File: config.mk
export PLATFORM = sky130hd
export DESIGN_NAME = fan_duty_curve_hysteresis
export DESIGN_NICKNAME = d
export VERILOG_FILES = /design/src/rtl/core/fdch_pkg.sv /design/src/rtl/core/fdch_div.sv /design/src/rtl/core/fdch_datapath.sv /design/src/rtl/core/fdch_ctrl.sv /design/src/rtl/core/fan_duty_curve_hysteresis.sv
export VERILOG_INCLUDE_DIRS = /design/src /design/src/rtl/core
export SDC_FILE = /design/constraint.sdc
export NUM_CORES = 1
export LEC_CHECK = 0
export BUFFER_PORTS_ARGS = -buffer_cell sky130_fd_sc_hd__buf_2
export CELL_PAD_IN_SITES_DETAIL_PLACEMENT = 1
export CELL_PAD_IN_SITES_GLOBAL_PLACEMENT = 2
export CORE_ASPECT_RATIO = 2
export CORE_MARGIN = 1.5
export CORE_UTILIZATION = 25
export CTS_CLUSTER_SIZE = 8
export DETAILED_ROUTE_END_ITERATION = 8
export PLACE_DENSITY_LB_ADDON = 0.3
export SYNTH_ARGS = -nofsm -noshare
export SYNTH_HDL_FRONTEND = slang
export SYNTH_SLANG_ARGS = --single-unit
File: constraint.sdc
create_clock -name clk -period 7.65 [get_ports clk]
set_clock_uncertainty 0.2 [all_clocks]
set_input_delay 0.765 -clock clk [delete_from_list [all_inputs] [get_ports clk]]
set_output_delay 0.765 -clock clk [all_outputs]
set_load 0.005 [all_outputs]
File: src/rtl/core/assert_macros.svh
// ----------------------------------------------------------------------------
// assert_macros.svh
// Assertion macros for the fan duty controller, empty for synthesis.
// ----------------------------------------------------------------------------
`ifndef ASSERT_MACROS_SVH
`define ASSERT_MACROS_SVH

`ifndef SYNTHESIS

`define FDCH_ASSERT(lbl, prop, msg) \
  lbl: assert property (@(posedge clk) disable iff (!rst_n) prop) else $error(msg);

`define FDCH_NEVER(lbl, expr, msg) \
  lbl: assert property (@(posedge clk) disable iff (!rst_n) !(expr)) else $error(msg);

`else

`define FDCH_ASSERT(lbl, prop, msg)

`define FDCH_NEVER(lbl, expr, msg)

`endif

`endif

File: src/rtl/core/fdch_pkg.sv
// ----------------------------------------------------------------------------
// fdch_pkg
// Types and constants shared by the fan duty controller modules.
// ----------------------------------------------------------------------------
package fdch_pkg;

  localparam int TEMP_W      = 19;
  localparam int DEG_W       = 9;
  localparam int DUTY_W      = 10;
  localparam int CFG_IDX_W   = 3;
  localparam int CFG_DATA_W  = 10;
  localparam int DIV_NW      = 19;
  localparam int DIV_DW      = 10;
  localparam int DEG_RECIP_W = 18;
  localparam int DEG_SHIFT   = 27;
  localparam int DEG_PROD_W  = TEMP_W + DEG_RECIP_W;

  // 2^27 / 1000 rounded up; the shifted product is the exact quotient by 1000
  // for every 19-bit magnitude
  localparam logic [DEG_RECIP_W-1:0] DEG_RECIP = 18'd134218;

  typedef enum logic [CFG_IDX_W-1:0] {
    REG_TEMP_LO    = 3'd0,
    REG_HYSTERESIS = 3'd1,
    REG_TEMP_HI    = 3'd2,
    REG_MIN_DUTY   = 3'd3,
    REG_MAX_DUTY   = 3'd4,
    REG_CURVE_EN   = 3'd5
  } reg_idx_t;

  typedef enum logic [2:0] {
    ST_IDLE,
    ST_TMUL,
    ST_TCONV,
    ST_DECIDE,
    ST_CSTART,
    ST_CWAIT,
    ST_FINISH
  } state_t;

  typedef struct packed {
    logic [7:0]        temp_lo;
    logic [5:0]        hysteresis;
    logic [7:0]        temp_hi;
    logic [DUTY_W-1:0] min_duty;
    logic [DUTY_W-1:0] max_duty;
    logic              curve_enable;
  } cfg_t;

  typedef struct packed {
    logic load_in;
    logic mul_load;
    logic div_start;
    logic t_load;
    logic dec_load;
    logic out_load;
  } cmd_t;

  typedef struct packed {
    logic div_busy;
    logic div_done;
    logic need_div;
    logic out_free;
  } sts_t;

endpackage

File: src/rtl/core/fdch_div.sv
// ----------------------------------------------------------------------------
// fdch_div
// Restoring unsigned divider, one quotient bit per cycle.
// ----------------------------------------------------------------------------
module fdch_div #(
  parameter int NW = 19,
  parameter int DW = 10
) (
  input  logic          clk,
  input  logic          rst_n,
  input  logic          start,
  input  logic [NW-1:0] num,
  input  logic [DW-1:0] den,
  output logic          busy,
  output logic          done,
  output logic [NW-1:0] quot,
  output logic [DW-1:0] rem
);

  localparam int CW = $clog2(NW + 1);

  logic [DW-1:0] rem_r;
  logic [NW-1:0] quo_r;
  logic [DW-1:0] den_r;
  logic [CW-1:0] cnt_r;
  logic          busy_r;
  logic          done_r;

  logic [DW:0]   shifted;
  logic [DW:0]   diff;
  logic          ge;
  logic [DW-1:0] rem_nxt;
  logic [NW-1:0] quo_nxt;

  always_comb begin
    shifted = {rem_r, quo_r[NW-1]};
    diff    = shifted - {1'b0, den_r};
    ge      = (shifted >= {1'b0, den_r});
    rem_nxt = ge ? diff[DW-1:0] : shifted[DW-1:0];
    quo_nxt = {quo_r[NW-2:0], ge};
  end

  always_ff @(posedge clk) begin
    if (!rst_n) begin
      busy_r <= 1'b0;
      done_r <= 1'b0;
      cnt_r  <= '0;
    end else begin
      done_r <= 1'b0;
      if (start) begin
        busy_r <= 1'b1;
        cnt_r  <= CW'(NW);
      end else if (busy_r) begin
        cnt_r <= cnt_r - CW'(1);
        if (cnt_r == CW'(1)) begin
          busy_r <= 1'b0;
          done_r <= 1'b1;
        end
      end
    end
  end

  always_ff @(posedge clk) begin
    if (start) begin
      rem_r <= '0;
      quo_r <= num;
      den_r <= den;
    end else if (busy_r) begin
      rem_r <= rem_nxt;
      quo_r <= quo_nxt;
    end
  end

  assign busy = busy_r;
  assign done = done_r;
  assign quot = quo_r;
  assign rem  = rem_r;

endmodule

File: src/rtl/core/fdch_datapath.sv
// ----------------------------------------------------------------------------
// fdch_datapath
// Degree conversion, threshold decisions, curve interpolation and result
// register of the fan duty controller.
// ----------------------------------------------------------------------------
module fdch_datapath (
  input  logic                                 clk,
  input  logic                                 rst_n,
  input  fdch_pkg::cfg_t                       cfg,
  input  fdch_pkg::cmd_t                       cmd,
  output fdch_pkg::sts_t                       sts,
  input  logic signed [fdch_pkg::TEMP_W-1:0]   in_temp_milli,
  input  logic                                 out_ready,
  output logic                                 out_valid,
  output logic        [fdch_pkg::DUTY_W-1:0]   out_duty,
  output logic signed [fdch_pkg::DEG_W-1:0]    out_temp_degrees
);

  import fdch_pkg::*;

  logic [TEMP_W-1:0]     temp_r;
  logic [DEG_PROD_W-1:0] deg_prod_r;
  logic [DEG_W-1:0]      t_r;
  logic [DUTY_W-1:0]     dec_duty_r;
  logic                  use_curve_r;
  logic [17:0]           prod_r;
  logic                  neg_r;
  logic [7:0]            span_r;
  logic [DUTY_W-1:0]     last_duty_r;
  logic                  out_valid_r;
  logic [DUTY_W-1:0]     out_duty_r;
  logic [DEG_W-1:0]      out_temp_r;

  logic              temp_neg;
  logic [TEMP_W-1:0] temp_mag;
  logic [9:0]        deg_quot;
  logic [DIV_NW-1:0] div_num;
  logic [DIV_DW-1:0] div_den;
  logic              div_busy;
  logic              div_done;
  logic [DIV_NW-1:0] div_quot;
  logic [DIV_DW-1:0] div_rem;

  logic [7:0]        sat_pos;
  logic [DEG_W-1:0]  mag9;
  logic [DEG_W-1:0]  t_nxt;

  logic signed [9:0] t_ext;
  logic signed [9:0] lo_s;
  logic signed [9:0] lohy_s;
  logic signed [9:0] hi_s;
  logic [8:0]        lohy;
  logic              le_lo;
  logic              le_lohy;
  logic              ge_hi;
  logic              hold_off;
  logic              need_div;
  logic [DUTY_W-1:0] dec_duty;
  logic [7:0]        dt;
  logic [7:0]        span;
  logic              dneg;
  logic [DUTY_W-1:0] dabs;

  logic [10:0]        qmag;
  logic signed [11:0] q_s;
  logic signed [11:0] sum_s;
  logic [DUTY_W-1:0]  curve_duty;
  logic [DUTY_W-1:0]  fin_duty;
  logic               out_free;

  // degrees from millidegrees: magnitude times reciprocal, then sign and saturate
  always_comb begin
    temp_neg = temp_r[TEMP_W-1];
    temp_mag = temp_neg ? (~temp_r + TEMP_W'(1)) : temp_r;
    deg_quot = deg_prod_r[DEG_SHIFT +: 10];
    sat_pos  = (deg_quot > 10'd255) ? 8'hFF : deg_quot[7:0];
    mag9     = (deg_quot > 10'd256) ? 9'd256 : deg_quot[8:0];
    t_nxt    = temp_neg ? (~mag9 + 9'd1) : {1'b0, sat_pos};
  end

  assign div_num = {1'b0, prod_r};
  assign div_den = {2'b00, span_r};

  fdch_div #(
    .NW (DIV_NW),
    .DW (DIV_DW)
  ) u_div (
    .clk   (clk),
    .rst_n (rst_n),
    .start (cmd.div_start),
    .num   (div_num),
    .den   (div_den),
    .busy  (div_busy),
    .done  (div_done),
    .quot  (div_quot),
    .rem   (div_rem)
  );

  // thresholds and hysteresis
  always_comb begin
    t_ext    = signed'({t_r[DEG_W-1], t_r});
    lo_s     = signed'({2'b00, cfg.temp_lo});
    lohy     = {1'b0, cfg.temp_lo} + {3'b000, cfg.hysteresis};
    lohy_s   = signed'({1'b0, lohy});
    hi_s     = signed'({2'b00, cfg.temp_hi});
    le_lo    = (t_ext <= lo_s);
    le_lohy  = (t_ext <= lohy_s);
    ge_hi    = (t_ext >= hi_s);
    hold_off = le_lohy && (le_lo || (last_duty_r == '0));
    need_div = !ge_hi && !hold_off && cfg.curve_enable;
    if (ge_hi) begin
      dec_duty = cfg.max_duty;
    end else if (hold_off) begin
      dec_duty = '0;
    end else begin
      dec_duty = last_duty_r;
    end
    dt   = t_r[7:0] - cfg.temp_lo;
    span = cfg.temp_hi - cfg.temp_lo;
    dneg = (cfg.max_duty < cfg.min_duty);
    dabs = dneg ? (cfg.min_duty - cfg.max_duty) : (cfg.max_duty - cfg.min_duty);
  end

  // floor quotient, rounded towards minus infinity on a falling curve
  always_comb begin
    qmag  = {1'b0, div_quot[9:0]} + {10'b0, neg_r & (div_rem != '0)};
    q_s   = neg_r ? -signed'({1'b0, qmag}) : signed'({1'b0, qmag});
    sum_s = signed'({2'b00, cfg.min_duty}) + q_s;
    if (sum_s < 0) begin
      curve_duty = '0;
    end else if (sum_s > 12'sd1023) begin
      curve_duty = '1;
    end else begin
      curve_duty = sum_s[DUTY_W-1:0];
    end
    fin_duty = use_curve_r ? curve_duty : dec_duty_r;
    out_free = !out_valid_r || out_ready;
  end

  always_ff @(posedge clk) begin
    if (cmd.load_in) begin
      temp_r <= in_temp_milli;
    end
    if (cmd.mul_load) begin
      deg_prod_r <= DEG_PROD_W'(temp_mag) * DEG_PROD_W'(DEG_RECIP);
    end
    if (cmd.t_load) begin
      t_r <= t_nxt;
    end
    if (cmd.dec_load) begin
      dec_duty_r  <= dec_duty;
      use_curve_r <= need_div;
      prod_r      <= 18'(dt) * 18'(dabs);
      neg_r       <= dneg;
      span_r      <= span;
    end
    if (cmd.out_load) begin
      out_duty_r <= fin_duty;
      out_temp_r <= t_r;
    end
  end

  always_ff @(posedge clk) begin
    if (!rst_n) begin
      last_duty_r <= '0;
      out_valid_r <= 1'b0;
    end else begin
      if (cmd.out_load) begin
        last_duty_r <= fin_duty;
        out_valid_r <= 1'b1;
      end else if (out_ready) begin
        out_valid_r <= 1'b0;
      end
    end
  end

  assign sts.div_busy = div_busy;
  assign sts.div_done = div_done;
  assign sts.need_div = need_div;
  assign sts.out_free = out_free;

  assign out_valid        = out_valid_r;
  assign out_duty         = out_duty_r;
  assign out_temp_degrees = signed'(out_temp_r);

endmodule

File: src/rtl/core/fdch_ctrl.sv
// ----------------------------------------------------------------------------
// fdch_ctrl
// Sequencer: degree conversion, decision, curve division, result hand-off.
// ----------------------------------------------------------------------------
`include "assert_macros.svh"

module fdch_ctrl (
  input  logic           clk,
  input  logic           rst_n,
  input  logic           in_valid,
  output logic           in_ready,
  input  fdch_pkg::sts_t sts,
  output fdch_pkg::cmd_t cmd
);

  import fdch_pkg::*;

  state_t state_r;
  state_t state_nxt;

  always_ff @(posedge clk) begin
    if (!rst_n) begin
      state_r <= ST_IDLE;
    end else begin
      state_r <= state_nxt;
    end
  end

  always_comb begin
    state_nxt = state_r;
    case (state_r)
      ST_IDLE: begin
        if (in_valid) state_nxt = ST_TMUL;
      end
      ST_TMUL: state_nxt = ST_TCONV;
      ST_TCONV: state_nxt = ST_DECIDE;
      ST_DECIDE: begin
        state_nxt = sts.need_div ? ST_CSTART : ST_FINISH;
      end
      ST_CSTART: state_nxt = ST_CWAIT;
      ST_CWAIT: begin
        if (sts.div_done) state_nxt = ST_FINISH;
      end
      ST_FINISH: begin
        if (sts.out_free) state_nxt = ST_IDLE;
      end
      default: state_nxt = ST_IDLE;
    endcase
  end

  always_comb begin
    in_ready      = (state_r == ST_IDLE);
    cmd.load_in   = (state_r == ST_IDLE) && in_valid;
    cmd.mul_load  = (state_r == ST_TMUL);
    cmd.div_start = (state_r == ST_CSTART);
    cmd.t_load    = (state_r == ST_TCONV);
    cmd.dec_load  = (state_r == ST_DECIDE);
    cmd.out_load  = (state_r == ST_FINISH) && sts.out_free;
  end

  `FDCH_NEVER(a_start_busy, cmd.div_start && sts.div_busy, "divider restarted while busy")
  `FDCH_ASSERT(a_start_runs, cmd.div_start |=> sts.div_busy, "divider did not start")
  `FDCH_ASSERT(a_load_free, cmd.out_load |-> sts.out_free, "result register overwritten")
  `FDCH_NEVER(a_accept_busy, cmd.load_in && sts.div_busy, "item taken while dividing")

endmodule

File: src/rtl/core/fan_duty_curve_hysteresis.sv
// ----------------------------------------------------------------------------
// fan_duty_curve_hysteresis
// Fan duty from a temperature sample: linear curve with turn-on hysteresis.
// ----------------------------------------------------------------------------
// Sequence: an accepted item passes degree conversion and decision; on the
// linear part of the curve one serial division follows before the result is
// loaded and out_valid rises. One item at a time: the next is taken the cycle
// after the result is loaded; a result not yet taken by out_ready holds that load.
// Reset: synchronous active-low; config registers return to defaults, last duty to 0.
module fan_duty_curve_hysteresis (
  input  logic                                 clk,
  input  logic                                 rst_n,
  input  logic                                 in_valid,
  output logic                                 in_ready,
  input  logic signed [fdch_pkg::TEMP_W-1:0]   in_temp_milli,
  output logic                                 out_valid,
  input  logic                                 out_ready,
  output logic        [fdch_pkg::DUTY_W-1:0]   out_duty,
  output logic signed [fdch_pkg::DEG_W-1:0]    out_temp_degrees,
  input  logic                                 cfg_valid,
  output logic                                 cfg_ready,
  input  logic [fdch_pkg::CFG_IDX_W-1:0]       cfg_index,
  input  logic [fdch_pkg::CFG_DATA_W-1:0]      cfg_data
);

  import fdch_pkg::*;

  cfg_t cfg_r;
  cmd_t cmd;
  sts_t sts;

  always_ff @(posedge clk) begin
    if (!rst_n) begin
      cfg_r.temp_lo      <= 8'd50;
      cfg_r.hysteresis   <= 6'd5;
      cfg_r.temp_hi      <= 8'd70;
      cfg_r.min_duty     <= 10'd20;
      cfg_r.max_duty     <= 10'd100;
      cfg_r.curve_enable <= 1'b1;
    end else if (cfg_valid) begin
      case (cfg_index)
        REG_TEMP_LO:    cfg_r.temp_lo      <= cfg_data[7:0];
        REG_HYSTERESIS: cfg_r.hysteresis   <= cfg_data[5:0];
        REG_TEMP_HI:    cfg_r.temp_hi      <= cfg_data[7:0];
        REG_MIN_DUTY:   cfg_r.min_duty     <= cfg_data;
        REG_MAX_DUTY:   cfg_r.max_duty     <= cfg_data;
        REG_CURVE_EN:   cfg_r.curve_enable <= cfg_data[0];
        default: ;
      endcase
    end
  end

  assign cfg_ready = 1'b1;

  fdch_ctrl u_ctrl (
    .clk      (clk),
    .rst_n    (rst_n),
    .in_valid (in_valid),
    .in_ready (in_ready),
    .sts      (sts),
    .cmd      (cmd)
  );

  fdch_datapath u_dp (
    .clk              (clk),
    .rst_n            (rst_n),
    .cfg              (cfg_r),
    .cmd              (cmd),
    .sts              (sts),
    .in_temp_milli    (in_temp_milli),
    .out_ready        (out_ready),
    .out_valid        (out_valid),
    .out_duty         (out_duty),
    .out_temp_degrees (out_temp_degrees)
  );

endmodule
**Yosys cells after proc, flatten, opt, wreduce, memory -nomap -nowiden**

Cells that the tools add are included.

- Add/subtract/negate cells: 12
- Multipliers: 2
- Order comparisons: 9
- Eq/ne operators: 15
- Muxes and demuxes: 27
- Bitwise logic cells: 5
- Reductions and logical operators: 25

Operator list:

| kind | number |
|---|---|
| 2-to-1 mux 10 bit | 7 |
| multiplier 19 x 17 -> 36 bit (second input constant) | 1 |
| 2-to-1 mux 18 bit | 2 |
| case mux 3 bit (7 select lines) | 1 |
| subtractor 10 bit | 2 |
| adder 19 x 1 -> 19 bit (second input constant) | 1 |
| 2-to-1 mux 19 bit | 1 |
| inverter 19 bit | 1 |
| multiplier 8 x 10 -> 18 bit | 1 |
| 2-to-1 mux 8 bit | 2 |
| subtractor 8 bit | 2 |
| == test 3 bit (second input constant) | 5 |
| adder 11 x 12 -> 12 bit | 1 |
| == test 3 x 2 -> 1 bit (second input constant) | 4 |
| greater-than comparator 12 x 11 -> 1 bit (second input constant) | 1 |
| < comparator 12 x 1 -> 1 bit (second input constant) | 1 |
| 2-to-1 mux 12 bit | 1 |
| negation 11 -> 12 bit | 1 |
| AND reduction 2 bit | 6 |
| adder 10 x 1 -> 11 bit | 1 |
| greater-or-equal comparator 11 x 8 -> 1 bit | 1 |
| greater-than comparator 10 x 8 -> 1 bit (second input constant) | 1 |
| greater-than comparator 10 x 9 -> 1 bit (second input constant) | 1 |
| less-or-equal comparator 9 x 10 -> 1 bit | 1 |
| 29 further kinds | 49 |

- Bits in registers: 222
- Word-level logic and storage cells: 123

**Logic depth before layout (Yosys ltp)**

Gate-level depths: netlist (run 1).

- Depth in word-level cells: 10
- Depth in mapped cells: 30
- Mapped depth without buffers: 29

**Modules after synthesis**

Synthesis (run 1) repeated with hierarchy kept, for this count alone.

- Cells, all modules: 1,806
- Area, all modules: 18,084.8 µm²

Modules (own cells, without submodules):

| module | instances | cells each | area each (µm²) | sequential area each (µm²) |
|---|---|---|---|---|
| fdch_datapath | 1 | 1,416 | 13,779.5 | 3,072.9 |
| fdch_div | 1 | 194 | 2,359.8 | 1,211.2 |
| fan_duty_curve_hysteresis | 1 | 165 | 1,692.9 | 860.8 |
| fdch_ctrl | 1 | 31 | 252.7 | 60.1 |

**Worst setup path after synthesis (run 1)**

No wires, ideal clock.

- Path kind: flip-flop to flip-flop
- From: reg cfg_r[12] in the netlist's numbering
- To: reg u_dp.prod_r[16] (data pin)
- Library setup time: 0.258 ns
- Arrival time: 6.321 ns
- Data required time: 7.192 ns
- Setup slack: 0.871 ns
- Stages on the path, launching flop included: 26
- Buffers on the path: 0
- Period minus slack after synthesis: 6.779 ns
- Path through: dfxtp_1 -> inv_1 -> fa_1 -> a21oi_4 -> o221ai_1 -> a221o_2 -> a21oi_4 -> mux2i_1 -> o22ai_1 -> a221oi_2 -> xnor2_2 -> nand2_1 -> fa_1 -> inv_1 -> fa_1 -> inv_1 -> fa_1 -> fa_1 -> inv_1 -> ha_1 -> and3_1 -> o311a_1 -> nor3_1 -> o41ai_1 -> a21oi_1 -> xnor2_1

- Cells in the longest elaborated chain, start to end: 3
- Elaborated cells between the ends (all ways): 5

Ends and longest elaborated chain:

| element | RTL line | text |
|---|---|---|
| from (decl) | fan_duty_curve_hysteresis.sv:28 | `cfg_t cfg_r;` |
| subtractor 10 bit / < comparator 10 bit (equally long branches) | fdch_datapath.sv:121, fdch_datapath.sv:120 |  |
| 2-to-1 mux 10 bit * | fdch_datapath.sv:121 | `dabs = dneg ? (cfg.min_duty - cfg.max_duty) : (cfg.max_duty - cfg.min_duty);` |
| multiplier 8 x 10 -> 18 bit * | fdch_datapath.sv:153 | `prod_r <= 18'(dt) * 18'(dabs);` |
| to (signal assigned) | fdch_datapath.sv:153 |  |
| to (decl) | fdch_datapath.sv:26 | `logic [17:0] prod_r;` |

Mark *: on every way between the ends. The rest lies on a longest branch, timed or not.
A chain may end at the register's enable or synchronous reset.

**Worst setup path in the final report (run 1)**

- From: reg cfg_r[1] in the netlist's numbering
- To: reg u_dp.prod_r[16] (data pin)

Same word-level chain as after synthesis.

==> impl_metrics.tcl, run 1 <==
set metrics [dict create \
    outcome "finished, final reports clean" \
    yosys.area_share.adder_pct 31.09 \
    cts_buffers 17 \
    slew_headroom_pct 31.49 \
    criticalPathCategory "flip-flop to flip-flop" \
    dieArea_um2 72050 \
    synthToLayoutAreaGrowth_pct 12.56 \
    syn-cell-area_um2 17590 \
    min_path_type "flip-flop to flip-flop" \
    avgSynthCellArea_um2 9.559 \
    grt_pass1_wl_um 83590 \
    post-route-min-period_ns 7.249 \
    worstSetupEndpointType "flip-flop" \
    synthCells 1840 \
    track_usage_pct 15.64 \
    drtAntennaViolNets 0 \
    numPortBuffers 57 \
    synth_edf_count 121 \
    h-tree-depth 4 \
    rsz0062_at_grt "no" \
    syn_nets 2251 \
    vias_per_cell 4.675 \
    finalHoldViolations 0 \
    synth_xor_area_share_pct 5.257 \
    cts_tree "built" \
    cp_max_fo 6 \
    clk_latency_ns 0.50 \
    grt_pass1_vias 14920 \
    startpoint_type "flip-flop" \
    place_hpwl_um 46150 \
    max_freq_mhz 137.9 \
    synth_ff_type "edfxtp_1" \
    cpPeakStageDelay_ns 0.57 \
    total_power_w 0.008445 \
    tightest_slew_ns 1.026 \
    final-seq-area_um2 5136 \
    arrival_ns 7.29 \
    multi_input_area_um2 11270 \
    dr.first_iter.drc_count 393 \
    final-max-slew-violation-count 0 \
    finish.utilization_pct 28.45 \
    synth.ff_latch_count 196 \
    insertedDiodeCount 0 \
    cts_sinks 196 \
    drt-total-wl_um 53780 \
    power.density_nw_per_um2 426.6 \
    cp_slowest_cell "fa_1" \
    final_nets 2319 \
    grt_overflow_total 0 \
    synthMostInstantiatedCell "inv_1" \
    dr.pass1.iters 4 \
    yosysSeqAreaShare_pct 29.20 \
    antenna_found_initial 3 \
    dp_slack_ns 0.01647 \
    r2r_setup_slack_ns 0.40 \
    num_vias 13200 \
    final-setup-viol-count 0 \
    fin_crit_sh_pct 94.76 \
    yosys-top-cells-count "inv_1 (273), ha_1 (269), nand2_1 (208)" \
    die_w_um 190.6 \
    synth.largest_area_cell "edfxtp_1" \
    cts.path.max_buffers 2 \
    die_h_um 378.1 \
    critPathRequiredTime_ns 7.69 \
    synth_top_area_share_pct 20.66 \
    clockRootBuffer "clkbuf_16" \
    synth_compound_area_share_pct 12.61 \
    drive_above_1_share_pct 9.682 \
    grt_max_degree 54 \
    yosysWarnings 0 \
    start_util_pct 25.27 \
    rows 137 \
    cap_viol_max_count 0 \
    synth-simple-area-share_pct 13.33 \
    synth_top_family_by_area "adder cells" \
    synth.area.top_cells "edfxtp_1 (21%), ha_1 (19%), fa_1 (12%), dfxtp_1 (8.5%), inv_1 (5.8%)" \
    p_leak_nw 8.806 \
    num_io_pins 59 \
    gp_congestion 0.8723 \
    irDropWorstVdd_mv 0.4569 \
    holdBufCountCts 0 \
    synthMuxAreaShare_pct 1.281 \
    drc 0 \
    synth_cell_type_count 89 \
    core_um2 69590 \
    critPathMostFrequentCell "inv_1" \
    clk_pin_slew_ns 0.09 \
    wl_per_cell_um 19.05 \
    fill_cells 8170 \
    async_flop_share_pct 0 \
    setup_slack_ns 0.4007 \
    tns_ns 0 \
]
==> cell usage in the layout (no fill, tap or decap), types with 5 or more instances in the layout <==
master and instances:
a21boi_0 35, a21o_1 26, a21oi_1 67, a22o_1 10, a311oi_1 5, a31oi_1 12, and2_1 18, and3_1 8
buf_2 57, buf_4 43, clkbuf_16 18, dfxtp_1 74, edfxtp_1 121, fa_1 104, ha_1 268, inv_1 273
inv_6 5, mux2i_1 17, nand2_1 208, nand2b_1 21, nand3_1 28, nand4_1 10, nor2_1 99, nor2b_1 31
nor3_1 22, nor4_1 7, o211ai_1 21, o21a_1 11, o21ai_0 63, o21bai_1 6, o22ai_1 6, or2_2 9
or3_1 12, xnor2_1 75, xor2_1 22
==> kinds of logic (layout without fill, tap and decap cells) <==
group                      count (synthesis)  after routing
buffers and inverters                    326            407
AOI/OAI and AO/OA                        321            321
DFF                                      196            196
other                                      1              1
xor gates and xnor gates                 103            103
muxes                                     22             22
and+or+nand+nor                          497            497
adders and majority gates                374            374
==> registers in the layout (all words and copies together) (netlist names), 9 cells and up <==
name,flops
u_dp.out_temp_degrees,9
u_dp.temp_r,19
u_dp.u_div.quot,19
u_dp.last_duty_r,10
u_dp.deg_prod_r,10
u_dp.t_r,9
u_dp.prod_r,18
u_dp.u_div.rem,10
u_dp.out_duty,10
u_dp.dec_duty_r,10
cfg_r,43
==> routing by layer <==
metal	track usage, %	vias to the layer above	part of all wire, %
li1	-	6360	-
met1	13.47	6601	33
met2	33.63	155	61
met3	1.724	84	1.5
met4	7.904	2	4.4
met5	0	-	0.032
==> per-stage QoR <==
stage	cells	hold WS [ns]	area, um2
2_1_floorplan	1840	0.2003	17590
3_3_place_gp	2788	0.2069	19070
3_5_place_dp	2788	0.2071	19070
4_1_cts	2820	0.1974	19690
5_1_grt	2824	0.2195	19800
6_report	2824	0.2202	19800
==> what timing repair did <==
item                       in CTS  in global routing
pin swaps                       0                  3
setup buffers                   0                  4
resized for setup               2                 15
setup endpoints to repair       1                  6
==> critical path, delay by kind of cell (launching register included) <==
family                     cells  cell delay, ns
xor gates and xnor gates       2            0.35
adders and majority gates      7            2.96
AOI/OAI and AO/OA              9            2.14
and+or+nand+nor                3            0.38
DFF                            1            0.34
buffers and inverters          5            0.28
muxes                          1            0.31
==> where the power goes <==
part	internal [W]	switching, W	leakage (nW)
clock	0.000470	0.000491	0.302
combinational	0.00260	0.00333	6.78
sequential	0.00141	0.000142	1.72
total	0.00448	0.00396	8.81
==> cell type report <==
| cell class | count | share of cell area [%] |
|---|---|---|
| multi-input combinational | 1318 | 56.95 |
| sequential | 196 | 25.94 |
| tap | 903 | 5.707 |
| inverter | 274 | 5.195 |
| timing repair buffer | 101 | 3.129 |
| clock buffer | 19 | 2.345 |
| clock inverter | 13 | 0.7268 |
==> path summary, 6_finish.rpt <==
path,from,endpoint,depth (start not counted)
min reg2reg,u_dp.span_r[4],u_dp.u_div.den_r[4],0
min,u_dp.span_r[4],u_dp.u_div.den_r[4],0
max reg2reg,cfg_r[1],u_dp.prod_r[16],27
max,cfg_r[1],u_dp.prod_r[16],27
Power figures use the tool's default switching activity.
==> inputs of run 2 (changes only) <==
- ABC_AREA: default -> 1
==> run 2 against run 1 <==
- core utilization decreased by 0.19 points
- sequential share of layout area down 0.64 points
- the run now ends with design-rule violations left
- hold slack about the same
==> impl_metrics.tcl, run 2 <==
set metrics [dict create \
    grt_overflow_total 0 \
    track_usage_pct 16.80 \
    outcome "finished with violations" \
    final_common_cell "inv_1" \
    violations "design-rule violations" \
    cp_slowest_cell "fa_1" \
    h-tree-depth 4 \
    async_flop_share_pct 0 \
    cap_viol_max_count 0 \
    dr.pass1.iters 6 \
    dieArea_um2 74420 \
    num_io_pins 59 \
    die_w_um 193.7 \
    synthCells 2141 \
    criticalPathCategory "flip-flop to flip-flop" \
    startpoint_type "flip-flop" \
    tightest_slew_ns 0.9996 \
    drive_above_1_share_pct 8.423 \
    post_cts_buffers 0 \
    max_freq_mhz 142.2 \
    rows 139 \
    tns_ns 0 \
    yosysWarnings 0 \
    numPortBuffers 57 \
    synthToLayoutAreaGrowth_pct 11.67 \
    grt_pass1_wl_um 92940 \
    cts.path.max_buffers 2 \
    die_h_um 384.3 \
    fill_cells 8506 \
    syn_nets 2552 \
    critPathMostFrequentCell "fa_1" \
    synth.area.top_cells "edfxtp_1 (20%), ha_1 (19%), fa_1 (12%), inv_1 (8.3%), dfxtp_1 (8.3%)" \
    num_vias 14610 \
    cts_resized 0 \
    slew_headroom_pct 33.12 \
    grtUsageMet3_pct 1.841 \
    rsz0062_at_grt "no" \
    arrival_ns 7.06 \
    avgSynthCellArea_um2 8.489 \
    cpPeakStageDelay_ns 0.61 \
    synth.largest_area_cell "edfxtp_1" \
    finalHoldViolations 0 \
    dr.first_iter.drc_count 376 \
    synth.ff_latch_count 196 \
    wl_per_cell_um 19.37 \
    gp_congestion 0.8795 \
    final-setup-viol-count 0 \
    setup_slack_ns 0.6200 \
    cts_tree "built" \
    synth_cell_type_count 56 \
    post-route-min-period_ns 7.030 \
    worstSetupEndpointType "flip-flop" \
    met2_usage_pct 37.25 \
    start_util_pct 25.30 \
    antenna_found_initial 0 \
    synth_top_area_share_pct 19.99 \
    vias_per_cell 4.656 \
    synth_ff_type "edfxtp_1" \
    drc 4 \
    regMostFlops "cfg_r" \
    largest_reg_flops 43 \
    yosys-top-cells-count "inv_1 (402), nand2_1 (346), ha_1 (269)" \
    place_hpwl_um 52320 \
    clockRootBuffer "clkbuf_16" \
    fin_crit_sh_pct 91.89 \
    cts_sinks 196 \
    cts_buffers 17 \
    dp_slack_ns 0.6346 \
    finish.utilization_pct 28.26 \
    global_route.peak_usage_layer "met2" \
    drtAntennaViolNets 0 \
    syn-cell-area_um2 18170 \
    grt_pass1_vias 16530 \
    cp_max_fo 10 \
    grt.met1_usage_pct 13.47 \
    grt_max_degree 44 \
    synth_edf_count 121 \
    min_path_type "flip-flop to flip-flop" \
    final_cell_mix "inv_1 (402), nand2_1 (346), ha_1 (269)" \
    yosysSeqAreaShare_pct 28.25 \
    holdBufCountCts 0 \
    clk_pin_slew_ns 0.10 \
    clk_latency_ns 0.50 \
    critPathRequiredTime_ns 7.68 \
    core_um2 71830 \
    drt-total-wl_um 60750 \
    synthMostInstantiatedCell "inv_1" \
    final_nets 2618 \
    final-max-slew-violation-count 0 \
]
==> run 2: routing by layer <==
metal	up-vias	part of all wire [%]
met4	0	5.7
met1	7162	31
met5	-	0
met2	176	62
met3	111	1.4
li1	7158	-
==> run 2: through the flow <==
stage	cell area [um2]	std cells	hold WS (ns)
2_1_floorplan	18170	2141	0.2003
3_3_place_gp	19640	3104	0.2109
3_5_place_dp	19640	3104	0.2063
4_1_cts	20290	3136	0.1930
5_1_grt	20290	3136	0.2037
6_report	20300	3137	0.2201
==> run 2: cell type report <==
cell class	instances	area [um2]	share of cell area, %
diodes	1	2.502	0.01233
clock buffers	17	425.4	2.096
clock inverters	15	230.2	1.134
inverters	412	1549	7.632
multi-input cells	1502	11360	56.00
flip-flops and latches	196	5135	25.30
well taps	916	1146	5.647
repair buffers	78	442.9	2.182
==> run 2: worst paths after layout <==
path | from | to | slack [ns] | cells after the start
setup reg to reg | cfg_r[1] | u_dp.prod_r[14] | 0.62 | 30
setup / recovery | cfg_r[1] | u_dp.prod_r[14] | 0.62 | 30
hold / removal | u_dp.span_r[6] | u_dp.u_div.den_r[6] | 0.22 | 0
hold reg to reg | u_dp.span_r[6] | u_dp.u_div.den_r[6] | 0.22 | 0
==> run 2: logic make-up (layout without fill, tap and decap cells) <==
family / after synthesis / count (layout) / synth area share, %
buffers and inverters: 443 / 522 / 9.314
XOR/XNOR: 90 / 90 / 4.337
AO/OA/AOI/OAI: 346 / 346 / 10.83
AND/OR/NAND/NOR: 691 / 691 / 17.16
other: 1 / 2 / 0.02063
flip-flops: 196 / 196 / 28.25
adder cells (fa/ha/maj): 374 / 374 / 30.08
==> run 2: worst max-delay path, delay by kind of cell, from the launching register on <==
| kind | cells | cell delay [ns] |
|---|---|---|
| compound gates | 9 | 1.78 |
| xor+xnor | 1 | 0.17 |
| fa+ha+maj | 7 | 3.10 |
| buf+inv | 6 | 0.49 |
| flops | 1 | 0.33 |
| simple gates | 7 | 0.68 |
Power of run 2 is left out: the tool's default activity adds up to more than one toggle a clock period on the data nets, which glitch-free logic cannot reach.
